**config.mk**
```make
export PLATFORM = sky130hd
export DESIGN_NAME = bounded_deque_sorted_insert
export DESIGN_NICKNAME = d
export VERILOG_FILES = /design/src/design/bdsi_pkg.sv /design/src/design/bounded_deque_sorted_insert.sv /design/src/design/bdsi_cell.sv
export SDC_FILE = /design/constraint.sdc
export NUM_CORES = 2
export LEC_CHECK = 0
export BUFFER_PORTS_ARGS = -buffer_cell sky130_fd_sc_hd__buf_2
export CORE_MARGIN = 8
export CORE_UTILIZATION = 44
export CTS_CLUSTER_DIAMETER = 200
export DETAILED_ROUTE_END_ITERATION = 6
export PLACE_DENSITY = 0.64
export SYNTH_ARGS = -nofsm -noshare
export SYNTH_HDL_FRONTEND = slang
export SYNTH_SLANG_ARGS = --single-unit
export TNS_END_PERCENT = 100
```
**constraint.sdc**
```tcl
create_clock -name clk -period 9.4 [get_ports clk]
set_input_delay 0.47 -clock clk [delete_from_list [all_inputs] [get_ports clk]]
set_output_delay 0.47 -clock clk [all_outputs]
set_load 0.01 [all_outputs]
```
**src/design/bdsi_pkg.sv**
```systemverilog
// Package for the bounded deque with sorted insert: sizes, codes and payload types.
package bdsi_pkg;

    localparam int DEPTH       = 16;
    localparam int VALUE_WIDTH = 32;
    localparam int IDX_W       = $clog2(DEPTH);
    localparam int CNT_W       = $clog2(DEPTH + 1);

    localparam int LIMIT_W     = 5;
    localparam int CFG_INDEX_W = 2;
    localparam int CFG_DATA_W  = 5;

    localparam logic [1:0] OP_PUSH = 2'd0;
    localparam logic [1:0] OP_POP  = 2'd1;
    localparam logic [1:0] OP_PEEK = 2'd2;

    localparam logic [1:0] ST_OK    = 2'd0;
    localparam logic [1:0] ST_FULL  = 2'd1;
    localparam logic [1:0] ST_EMPTY = 2'd2;

    localparam logic [CFG_INDEX_W-1:0] REG_CAPACITY_LIMIT = 2'd0;
    localparam logic [CFG_INDEX_W-1:0] REG_SORTED_MODE    = 2'd1;

    typedef struct packed {
        logic [1:0]  op;
        logic        front_end;
        logic [31:0] value;
    } in_item_t;

    typedef struct packed {
        logic [1:0]  status;
        logic [31:0] data_out;
        logic [4:0]  old_count;
        logic [4:0]  count;
    } out_item_t;

    // shared command seen by every cell in one cycle
    typedef struct packed {
        logic                   push_front;
        logic                   push_back;
        logic                   push_sorted;
        logic                   pop_front;
        logic [VALUE_WIDTH-1:0] value;
    } cell_cmd_t;

endpackage

```
**src/design/bounded_deque_sorted_insert.sv**
```systemverilog
// Top level of the bounded deque with sorted insert: cell row, count, config and result register.
//
//  channel | direction | handshake               | payload
//  --------+-----------+-------------------------+----------------------------
//  command | in        | start & !busy           | cmd (in_item_t)
//  result  | out       | done, one cycle         | result (out_item_t)
//  config  | in        | cfg_valid & cfg_ready   | cfg_index, cfg_data
//
// One operation per cycle; the result shows on the cycle after the transfer.
// All positions update in parallel in the cell row, including sorted inserts.
// busy is held low; reset clears count, config registers and done, stored values
// and the result register are left as they are. The receiver cannot stall the result.
module bounded_deque_sorted_insert
    import bdsi_pkg::*;
(
    input  logic                   clk,
    input  logic                   rst_n,
    input  logic                   start,
    output logic                   busy,
    input  in_item_t               cmd,
    output logic                   done,
    output out_item_t              result,
    input  logic                   cfg_valid,
    output logic                   cfg_ready,
    input  logic [CFG_INDEX_W-1:0] cfg_index,
    input  logic [CFG_DATA_W-1:0]  cfg_data
);

    logic [CNT_W-1:0]       count_reg, count_next;
    logic [LIMIT_W-1:0]     limit_reg;
    logic                   sorted_reg;
    logic                   done_reg;
    out_item_t              result_reg, result_next;

    logic [CNT_W-1:0]       eff_limit;
    logic [CNT_W-1:0]       tail_pos;
    logic                   accept;
    logic                   is_full;
    logic                   is_empty;
    cell_cmd_t              cell_cmd;
    logic [VALUE_WIDTH-1:0] cell_val [DEPTH];
    logic [DEPTH:0]         chain;
    logic [VALUE_WIDTH-1:0] back_value;
    logic [VALUE_WIDTH-1:0] end_value;

    assign busy      = 1'b0;
    assign cfg_ready = 1'b1;
    assign accept    = start && !busy;

    always_comb
    begin
        if (limit_reg == '0 || 32'(limit_reg) > DEPTH)
        begin
            eff_limit = CNT_W'(DEPTH);
        end
        else
        begin
            eff_limit = CNT_W'(limit_reg);
        end
    end

    assign is_full  = count_reg >= eff_limit;
    assign is_empty = count_reg == '0;
    assign tail_pos = count_reg - CNT_W'(1);

    always_comb
    begin
        cell_cmd             = '0;
        cell_cmd.value       = cmd.value[VALUE_WIDTH-1:0];
        if (accept && cmd.op == OP_PUSH && !is_full)
        begin
            cell_cmd.push_sorted = sorted_reg;
            cell_cmd.push_front  = !sorted_reg && cmd.front_end;
            cell_cmd.push_back   = !sorted_reg && !cmd.front_end;
        end
        if (accept && cmd.op == OP_POP && !is_empty)
        begin
            cell_cmd.pop_front = cmd.front_end;
        end
    end

    assign chain[0] = 1'b1;

    genvar i;
    generate
        for (i = 0; i < DEPTH; i++)
        begin : g_cell
            logic [VALUE_WIDTH-1:0] left_v;
            logic [VALUE_WIDTH-1:0] right_v;
            if (i == 0)
            begin : g_first
                assign left_v = cell_cmd.value;
            end
            else
            begin : g_mid
                assign left_v = cell_val[i-1];
            end
            if (i == DEPTH - 1)
            begin : g_last
                assign right_v = cell_val[i];
            end
            else
            begin : g_inner
                assign right_v = cell_val[i+1];
            end

            bdsi_cell u_cell (
                .clk         (clk),
                .cmd         (cell_cmd),
                .occupied    (CNT_W'(i) < count_reg),
                .at_tail     (CNT_W'(i) == count_reg),
                .left_value  (left_v),
                .right_value (right_v),
                .chain_in    (chain[i]),
                .chain_out   (chain[i+1]),
                .value_q     (cell_val[i])
            );
        end
    endgenerate

    assign back_value = cell_val[tail_pos[IDX_W-1:0]];
    assign end_value  = cmd.front_end ? cell_val[0] : back_value;

    always_comb
    begin
        count_next  = count_reg;
        result_next = '0;
        case (cmd.op)
            OP_PUSH:
            begin
                if (is_full)
                begin
                    result_next.status = ST_FULL;
                end
                else
                begin
                    result_next.old_count = 5'(count_reg);
                    count_next            = count_reg + CNT_W'(1);
                end
            end
            OP_POP:
            begin
                if (is_empty)
                begin
                    result_next.status = ST_EMPTY;
                end
                else
                begin
                    result_next.data_out = 32'(end_value);
                    count_next           = tail_pos;
                end
            end
            OP_PEEK:
            begin
                if (is_empty)
                begin
                    result_next.status = ST_EMPTY;
                end
                else
                begin
                    result_next.data_out = 32'(end_value);
                end
            end
            default:
            begin
                result_next.status = ST_OK;
            end
        endcase
        result_next.count = 5'(count_next);
    end

    always_ff @(posedge clk or negedge rst_n)
    begin
        if (!rst_n)
        begin
            count_reg  <= '0;
            limit_reg  <= '0;
            sorted_reg <= 1'b0;
            done_reg   <= 1'b0;
        end
        else
        begin
            done_reg <= accept;
            if (accept)
            begin
                count_reg <= count_next;
            end
            if (cfg_valid && cfg_ready)
            begin
                if (cfg_index == REG_CAPACITY_LIMIT)
                begin
                    limit_reg <= cfg_data[LIMIT_W-1:0];
                end
                else if (cfg_index == REG_SORTED_MODE)
                begin
                    sorted_reg <= cfg_data[0];
                end
            end
        end
    end

    always_ff @(posedge clk)
    begin
        if (accept)
        begin
            result_reg <= result_next;
        end
    end

    assign done   = done_reg;
    assign result = result_reg;

endmodule

```
**src/design/bdsi_cell.sv**
```systemverilog
// One deque position: holds a value and shifts, loads or inserts per the shared command.
module bdsi_cell
    import bdsi_pkg::*;
(
    input  logic                   clk,
    input  cell_cmd_t              cmd,
    input  logic                   occupied,
    input  logic                   at_tail,
    input  logic [VALUE_WIDTH-1:0] left_value,
    input  logic [VALUE_WIDTH-1:0] right_value,
    input  logic                   chain_in,
    output logic                   chain_out,
    output logic [VALUE_WIDTH-1:0] value_q
);

    logic [VALUE_WIDTH-1:0] value_reg;
    logic [VALUE_WIDTH-1:0] value_next;
    logic                   lt;

    // this cell and all cells to its left hold values smaller than the command value
    assign lt        = occupied && (value_reg < cmd.value);
    assign chain_out = chain_in && lt;

    always_comb
    begin
        value_next = value_reg;
        if (cmd.push_front)
        begin
            value_next = left_value;
        end
        else if (cmd.push_back)
        begin
            if (at_tail)
            begin
                value_next = cmd.value;
            end
        end
        else if (cmd.push_sorted)
        begin
            if (chain_in && !lt)
            begin
                value_next = cmd.value;
            end
            else if (!chain_in)
            begin
                value_next = left_value;
            end
        end
        else if (cmd.pop_front)
        begin
            value_next = right_value;
        end
    end

    always_ff @(posedge clk)
    begin
        value_reg <= value_next;
    end

    assign value_q = value_reg;

endmodule
```
# Word-level counts from Yosys, hierarchy flattened
# Index checks and enable logic that the tools add are counted.
# op_classes
add_sub_neg	2
mul	0
div_mod_pow	0
magnitude_cmp	35
n_eq_ne	50
n_shift	0
muxes	123
bitwise	4
n_reduce_logical	98
# ops
op	count
two-way mux 32 bit	113
< comparator 32 bit	16
binary-select mux 32 bit (select 4 bit)	1
inequality test 5 bit (second input constant)	14
logical AND 1 bit	51
AND reduction 3 bit	17
inequality test 3 x 1 -> 1 bit (second input constant)	15
equality test 4 x 5 -> 1 bit (first input constant)	8
< comparator 4 x 5 -> 1 bit (first input constant)	8
equality test 3 x 5 -> 1 bit (first input constant)	4
< comparator 3 x 5 -> 1 bit (first input constant)	4
zero test 1 bit	19
two-way mux 5 bit	3
equality test 2 x 5 -> 1 bit (first input constant)	2
zero test 5 bit	2
< comparator 1 x 5 -> 1 bit (first input constant)	2
< comparator 2 x 5 -> 1 bit (first input constant)	2
case mux 5 bit (2 select lines)	1
inequality test 4 bit (second input constant)	2
OR reduction 2 bit	3
adder 5 x 1 -> 5 bit (second input constant)	1
equality test 1 x 5 -> 1 bit (first input constant)	1
greater-or-equal comparator 5 bit	1
greater-or-equal comparator 5 bit (second input constant)	1
16 further kinds	21
# totals
ff_bits	568
latchBits	0
mem_bits_rw	0
mem_bits_ro	0
inputBits	46
wordCells	336
n_memories	0

# Logic depth before layout (Yosys ltp)
# logic_depth
depth_word	21
depth_mapped	20
ltp_nobuf	13

# Cells and area by module
# A second synthesis with hierarchy kept.
# unflattened
cells_unflattened	9461
area_unflattened_um2	70443.8
# modules_own_cells
mod	n_inst	cells_per_inst	area_per_inst_um2	seq_area_each_um2
bdsi_cell (g_cell[0].u_cell ...)	15	552	3967.6	960.9
bounded_deque_sorted_insert	1	632	7023.0	1621.6
bdsi_cell (g_cell[15].u_cell)	1	549	3907.5	960.9

# Worst setup path before layout
# OpenSTA, ideal clock, no wires.
# synth_path
kind	register to register
start	reg count_reg[0]
end	reg g_cell[2].u_cell.value_reg[0] (enable)
t_arrival_ns	6.480
required_time_ns	8.920
path_slack_ns	2.440
stages_incl_launch_ff	18
n_path_buf	7
synth_period_minus_slack_ns	6.960
cell_sequence	dfrtp_1 clkbuf_1 clkbuf_1 buf_1 clkbuf_1 buf_1 inv_1 ha_1 nand2b_1 a21o_1 a21oi_1 o211ai_1 nand2_1 nand2_1 nor2_1 clkbuf_1 clkbuf_1 a311oi_1
# synth_between
elab_chain_cells	6
word_cells_on_any_way	22
# synth_rtl
item	line_no	text
start: declaration	bounded_deque_sorted_insert.sv:29	logic [CNT_W-1:0] count_reg, count_next;
start signal: assignment	bounded_deque_sorted_insert.sv:186	count_reg <= count_next;
greater-or-equal comparator 5 bit, or another cell as far along	bounded_deque_sorted_insert.sv:62	assign is_full = count_reg >= eff_limit;
zero test 1 bit, or another cell as far along	bounded_deque_sorted_insert.sv:70	if (accept && cmd.op == OP_PUSH && !is_full)
logical AND 1 bit, or another cell as far along	bounded_deque_sorted_insert.sv:70	
two-way mux 3 bit, or another cell as far along	bounded_deque_sorted_insert.sv:70	
inequality test 5 bit (no line), or another cell as far along	-	
AND reduction 3 bit (no line) *	-	
end signal: assignment	bdsi_cell.sv:57	value_reg <= value_next;
end: declaration	bdsi_cell.sv:16	logic [VALUE_WIDTH-1:0] value_reg;
# Every way passes the cells marked *; elsewhere a longest branch is shown, timed or not.
# A chain may end at the register's enable or synchronous reset.

# Final worst setup path
# layout_path
start	in cmd[26] (netlist name)
end	reg g_cell[15].u_cell.value_reg[9] (enable)
# layout_between
elab_chain_cells	19
word_cells_on_any_way	50
# layout_rtl
item	line_no	text
start: declaration	bounded_deque_sorted_insert.sv:20	input in_item_t cmd,
< comparator 32 bit	bdsi_cell.sv:21	assign lt = occupied && (value_reg < cmd.value);
logical AND 1 bit	bdsi_cell.sv:21	
logical AND 1 bit (14 in a row)	bdsi_cell.sv:22	assign chain_out = chain_in && lt;
logical AND 1 bit	bdsi_cell.sv:40	if (chain_in && !lt)
inequality test 4 bit (no line) *	-	
AND reduction 3 bit (no line) *	-	
end signal: assignment	bdsi_cell.sv:57	
end: declaration	bdsi_cell.sv:16	
# Marked as above.

==> metrics.yaml <==
clocking:
  clk_pin_slew_worst_paths_ns: 0.06
  clk_latency_ns: 0.66
  cts_made_buffers: 74
  cts.sinks: 568
  cts_resized: 0
  tritoncts: "yes"
  cts.path.max_buffers: 3
  cts_root_buf: "clkbuf_16"
  cts_max_level: 3
  postCtsSetupRepairBufs: 0
place:
  dp.final_hpwl_um: 122000
  io_buffers: 90
  dpl_cell_area_sq_um: 48100
  gp_congestion: 0.966
sta:
  setup_viol: 0
  worst-slew-pin-transition_ns: 1.22
  finalMaxSlewViolations: 0
  skew_ns: 0.0226
  min_period_ns: 6.24
  fmax_mhz: 160
  hold_violations: 0
  relSlewSlack: 0.184
  rsz0062_at_grt: "false"
  fin_tns_setup_ns: 0
  finalCritPeriodShare: 0.664
routing:
  dr.pass1.iters: 6
  vias: 42998
  vias_per_cell: 7.07
  drtIter0Drc: 6290
  wl_per_cell_um: 30.0
  antenna_left: 0
  routed_wl_um: 182000
  post-route-drc-count: 0
yosys:
  yosysUniqueCellTypes: 82
  synth_mux_area_frac: 0.0956
  yosys.area_share.simple: 0.0723
  async_flop_share: 0.0211
  synth_cells: 4750
  synth_compound_area_frac: 0.290
  yosys_register_bits: 568
  synth_top_family_by_area: "compound AO/OA/AOI/OAI gates"
  ys_seq_area_frac: 0.367
  synth_area_sq_um: 46300
  ys_warn_count: 0
  synth_fa_ha_area_frac: 0.138
  synth_nets: 5306
  avgSynthCellArea_sq_um: 9.74
  synth_edf_count: 556
  synth_xor_area_frac: 0.000757
  synth_flop_cell: "edfxtp_1"
layout:
  num-fill-cells: 9667
  mostFrequentLayoutCells: "1122 x a21oi_1, 556 x edfxtp_1, 525 x o21ai_0, 509 x ha_1, 293 x nor2_1"
  fin_nets: 5182
  final_area_sq_um: 50500
  largest_reg_flops: 512
  final_common_cell: "a21oi_1"
  areaGrowthSynthToFinish_pct: 9.03
  seqCellArea_sq_um: 17000
  drive_gt1_frac: 0.117
  multi_input_area_sq_um: 28000
pwr:
  power_leakage_nw: 18.8
  clockPowerShare: 0.213
  combPwrFrac: 0.485
  p_sw_frac: 0.415
  p_int_w: 0.00780
  p_sw_w: 0.00553
  vdd_drop_max_v: 0.000380
  p_total_w: 0.0133
  p_per_area_nw_per_um2: 264
  sequentialPowerShare: 0.302
global_routing:
  antenna_found_initial: 9
  grt_pass1_wl_um: 270000
  grt_max_degree: 240
  track_usage: 0.299
  grt_pass1_vias: 39925
  grt-ovfl-total: 0
worst_setup_path:
  crit_fanout: 21
  slowest_delay_ns: 0.87
  cp-end-kind: "flip-flop"
  worstPathRequired_ns: 9.69
  crit_arrival_ns: 6.54
  crit_chain: "buf_2, inv_1, ha_1, nand4_1, or4_1, nor3_1, o21ai_0, o211a_1, nand4_2, or2_1, nor2_1, and3_1, a311oi_4, buf_4"
  worstSetupPathType: "in -> reg"
  slowest_stage: "a311oi_4"
  start_kind: "input port"
floorplanning:
  pin_count: 93
  die_area_sq_um: 116000
  start_util: 0.442
  die_x_um: 340
  core-area_sq_um: 105000
  fp.dieH_um: 340
  std_cell_rows: 119
flow_run:
  max_cap_viol_count: 0
min_path:
  hp-class: "in -> reg"
outcome:
  status: "finished, final reports clean"
==> timing repair <==
item / CTS / global route
endpoints found under the setup margin: 0 / 0
hold endpoints to repair: 13 / 0
hold buffers: 2 / 0
==> worst max-delay path, delay by kind of cell <==
kind,cells,cell delay (ns)
adder cells (fa/ha/maj),1,0.48
buffers and inverters,3,1.30
AND/OR/NAND/NOR,7,2.43
AO/OA/AOI/OAI,3,1.79
==> worst paths after layout <==
kind / start / end / slack, ns / cells after the start
min: cfg_data[1] / limit_reg[1] / 0.05 / 2
min in group asynchronous: rst_n / limit_reg[4] / 0.23 / 2
max: cmd[26] / g_cell[15].u_cell.value_q[9] / 3.16 / 14
max in group asynchronous: rst_n / count_reg[0] / 8.92 / 2
max reg2reg: g_cell[3].u_cell.value_q[31] / g_cell[15].u_cell.value_q[9] / 3.18 / 12
min reg2reg: limit_reg[1] / limit_reg[1] / 0.54 / 1
==> routing by layer <==
layer,vias to the layer above,track usage,wire length (um)
met5,-,0,43
met4,6,0.157,10800
met3,510,0.0593,20900
met2,2899,0.440,78100
met1,21027,0.415,72500
li1,18556,-,-
==> cells in the mapped netlist (all sizes together) (5+ instances only) <==
| cell | count | area [sq um] |
|---|---|---|
| o21ai | 539 | 2700 |
| mux4 | 160 | 3600 |
| mux2i | 36 | 360 |
| o21a | 13 | 97.6 |
| o2111ai | 6 | 52.6 |
| a2111oi | 15 | 145 |
| a21o | 88 | 661 |
| a22oi | 5 | 37.5 |
| nand2b | 26 | 163 |
| a21oi | 1155 | 5890 |
| a2111o | 5 | 56.3 |
| dfrtp | 12 | 300 |
| and4 | 10 | 87.6 |
| nor3 | 36 | 185 |
| nand2 | 161 | 604 |
| nor4 | 8 | 50.1 |
| a2bb2oi | 250 | 2190 |
| and3 | 11 | 68.8 |
| nor2 | 296 | 1110 |
| a211oi | 36 | 275 |
| nor2b | 15 | 93.8 |
| nand3 | 46 | 230 |
| buf | 94 | 415 |
| a221oi | 15 | 131 |
| clkbuf | 284 | 1070 |
| nand4 | 74 | 469 |
| mux2 | 41 | 462 |
| a31oi | 18 | 128 |
| a211o | 35 | 307 |
| a311oi | 7 | 61.3 |
| o22ai | 35 | 219 |
| o21bai | 5 | 37.5 |
| o211ai | 16 | 125 |
| or4 | 11 | 86.3 |
| ha | 510 | 6380 |
| edfxtp | 556 | 16700 |
| and2 | 8 | 50.1 |
| inv | 52 | 195 |
| o31ai | 6 | 45.0 |
| a221o | 6 | 60.1 |
==> power by group through the flow <==
stage | registers [W] | clock network [W] | logic [W]
CTS | 0.00401 | 0.00285 | 0.00633
finish | 0.00403 | 0.00284 | 0.00646
floorplan | 0.00386 | 0 | 0.00435
detailed placement | 0.00406 | 0 | 0.00631
global placement | 0.00406 | 0 | 0.00617
global route | 0.00407 | 0.00294 | 0.00685
==> layout make-up <==
class,instances,share of cell area
Inverter,53,0.00394
Clock inverter,41,0.00677
Multi-Input combinational cell,3751,0.555
Clock buffer,95,0.0391
Sequential cell,568,0.337
Tap cell,1391,0.0345
Antenna cell,4,0.000198
Timing Repair Buffer,178,0.0240
==> stage by stage <==
step           hold slack, ns  setup WS, ns  std cells  utilization
6_report               0.0509          3.16       6081        0.481
2_1_floorplan           0.174          2.44       4750            -
3_5_place_dp            0.371          2.74       5939        0.459
5_1_grt                0.0624          3.18       6077        0.481
3_3_place_gp            0.372          2.81       5939        0.459
4_1_cts                0.0260          3.35       6077        0.481
==> cell families (layout without fill, tap and decap cells) <==
kind of cell | after synthesis | after routing
multiplexers | 237 | 237
flip-flops | 568 | 568
XOR/XNOR | 4 | 4
AND/OR/NAND/NOR | 720 | 720
AO/OA/AOI/OAI | 2278 | 2278
buffers and inverters | 431 | 367
adder cells (fa/ha/maj) | 510 | 510
other | 2 | 6
Note: power is estimated with default switching activity, not from simulation.
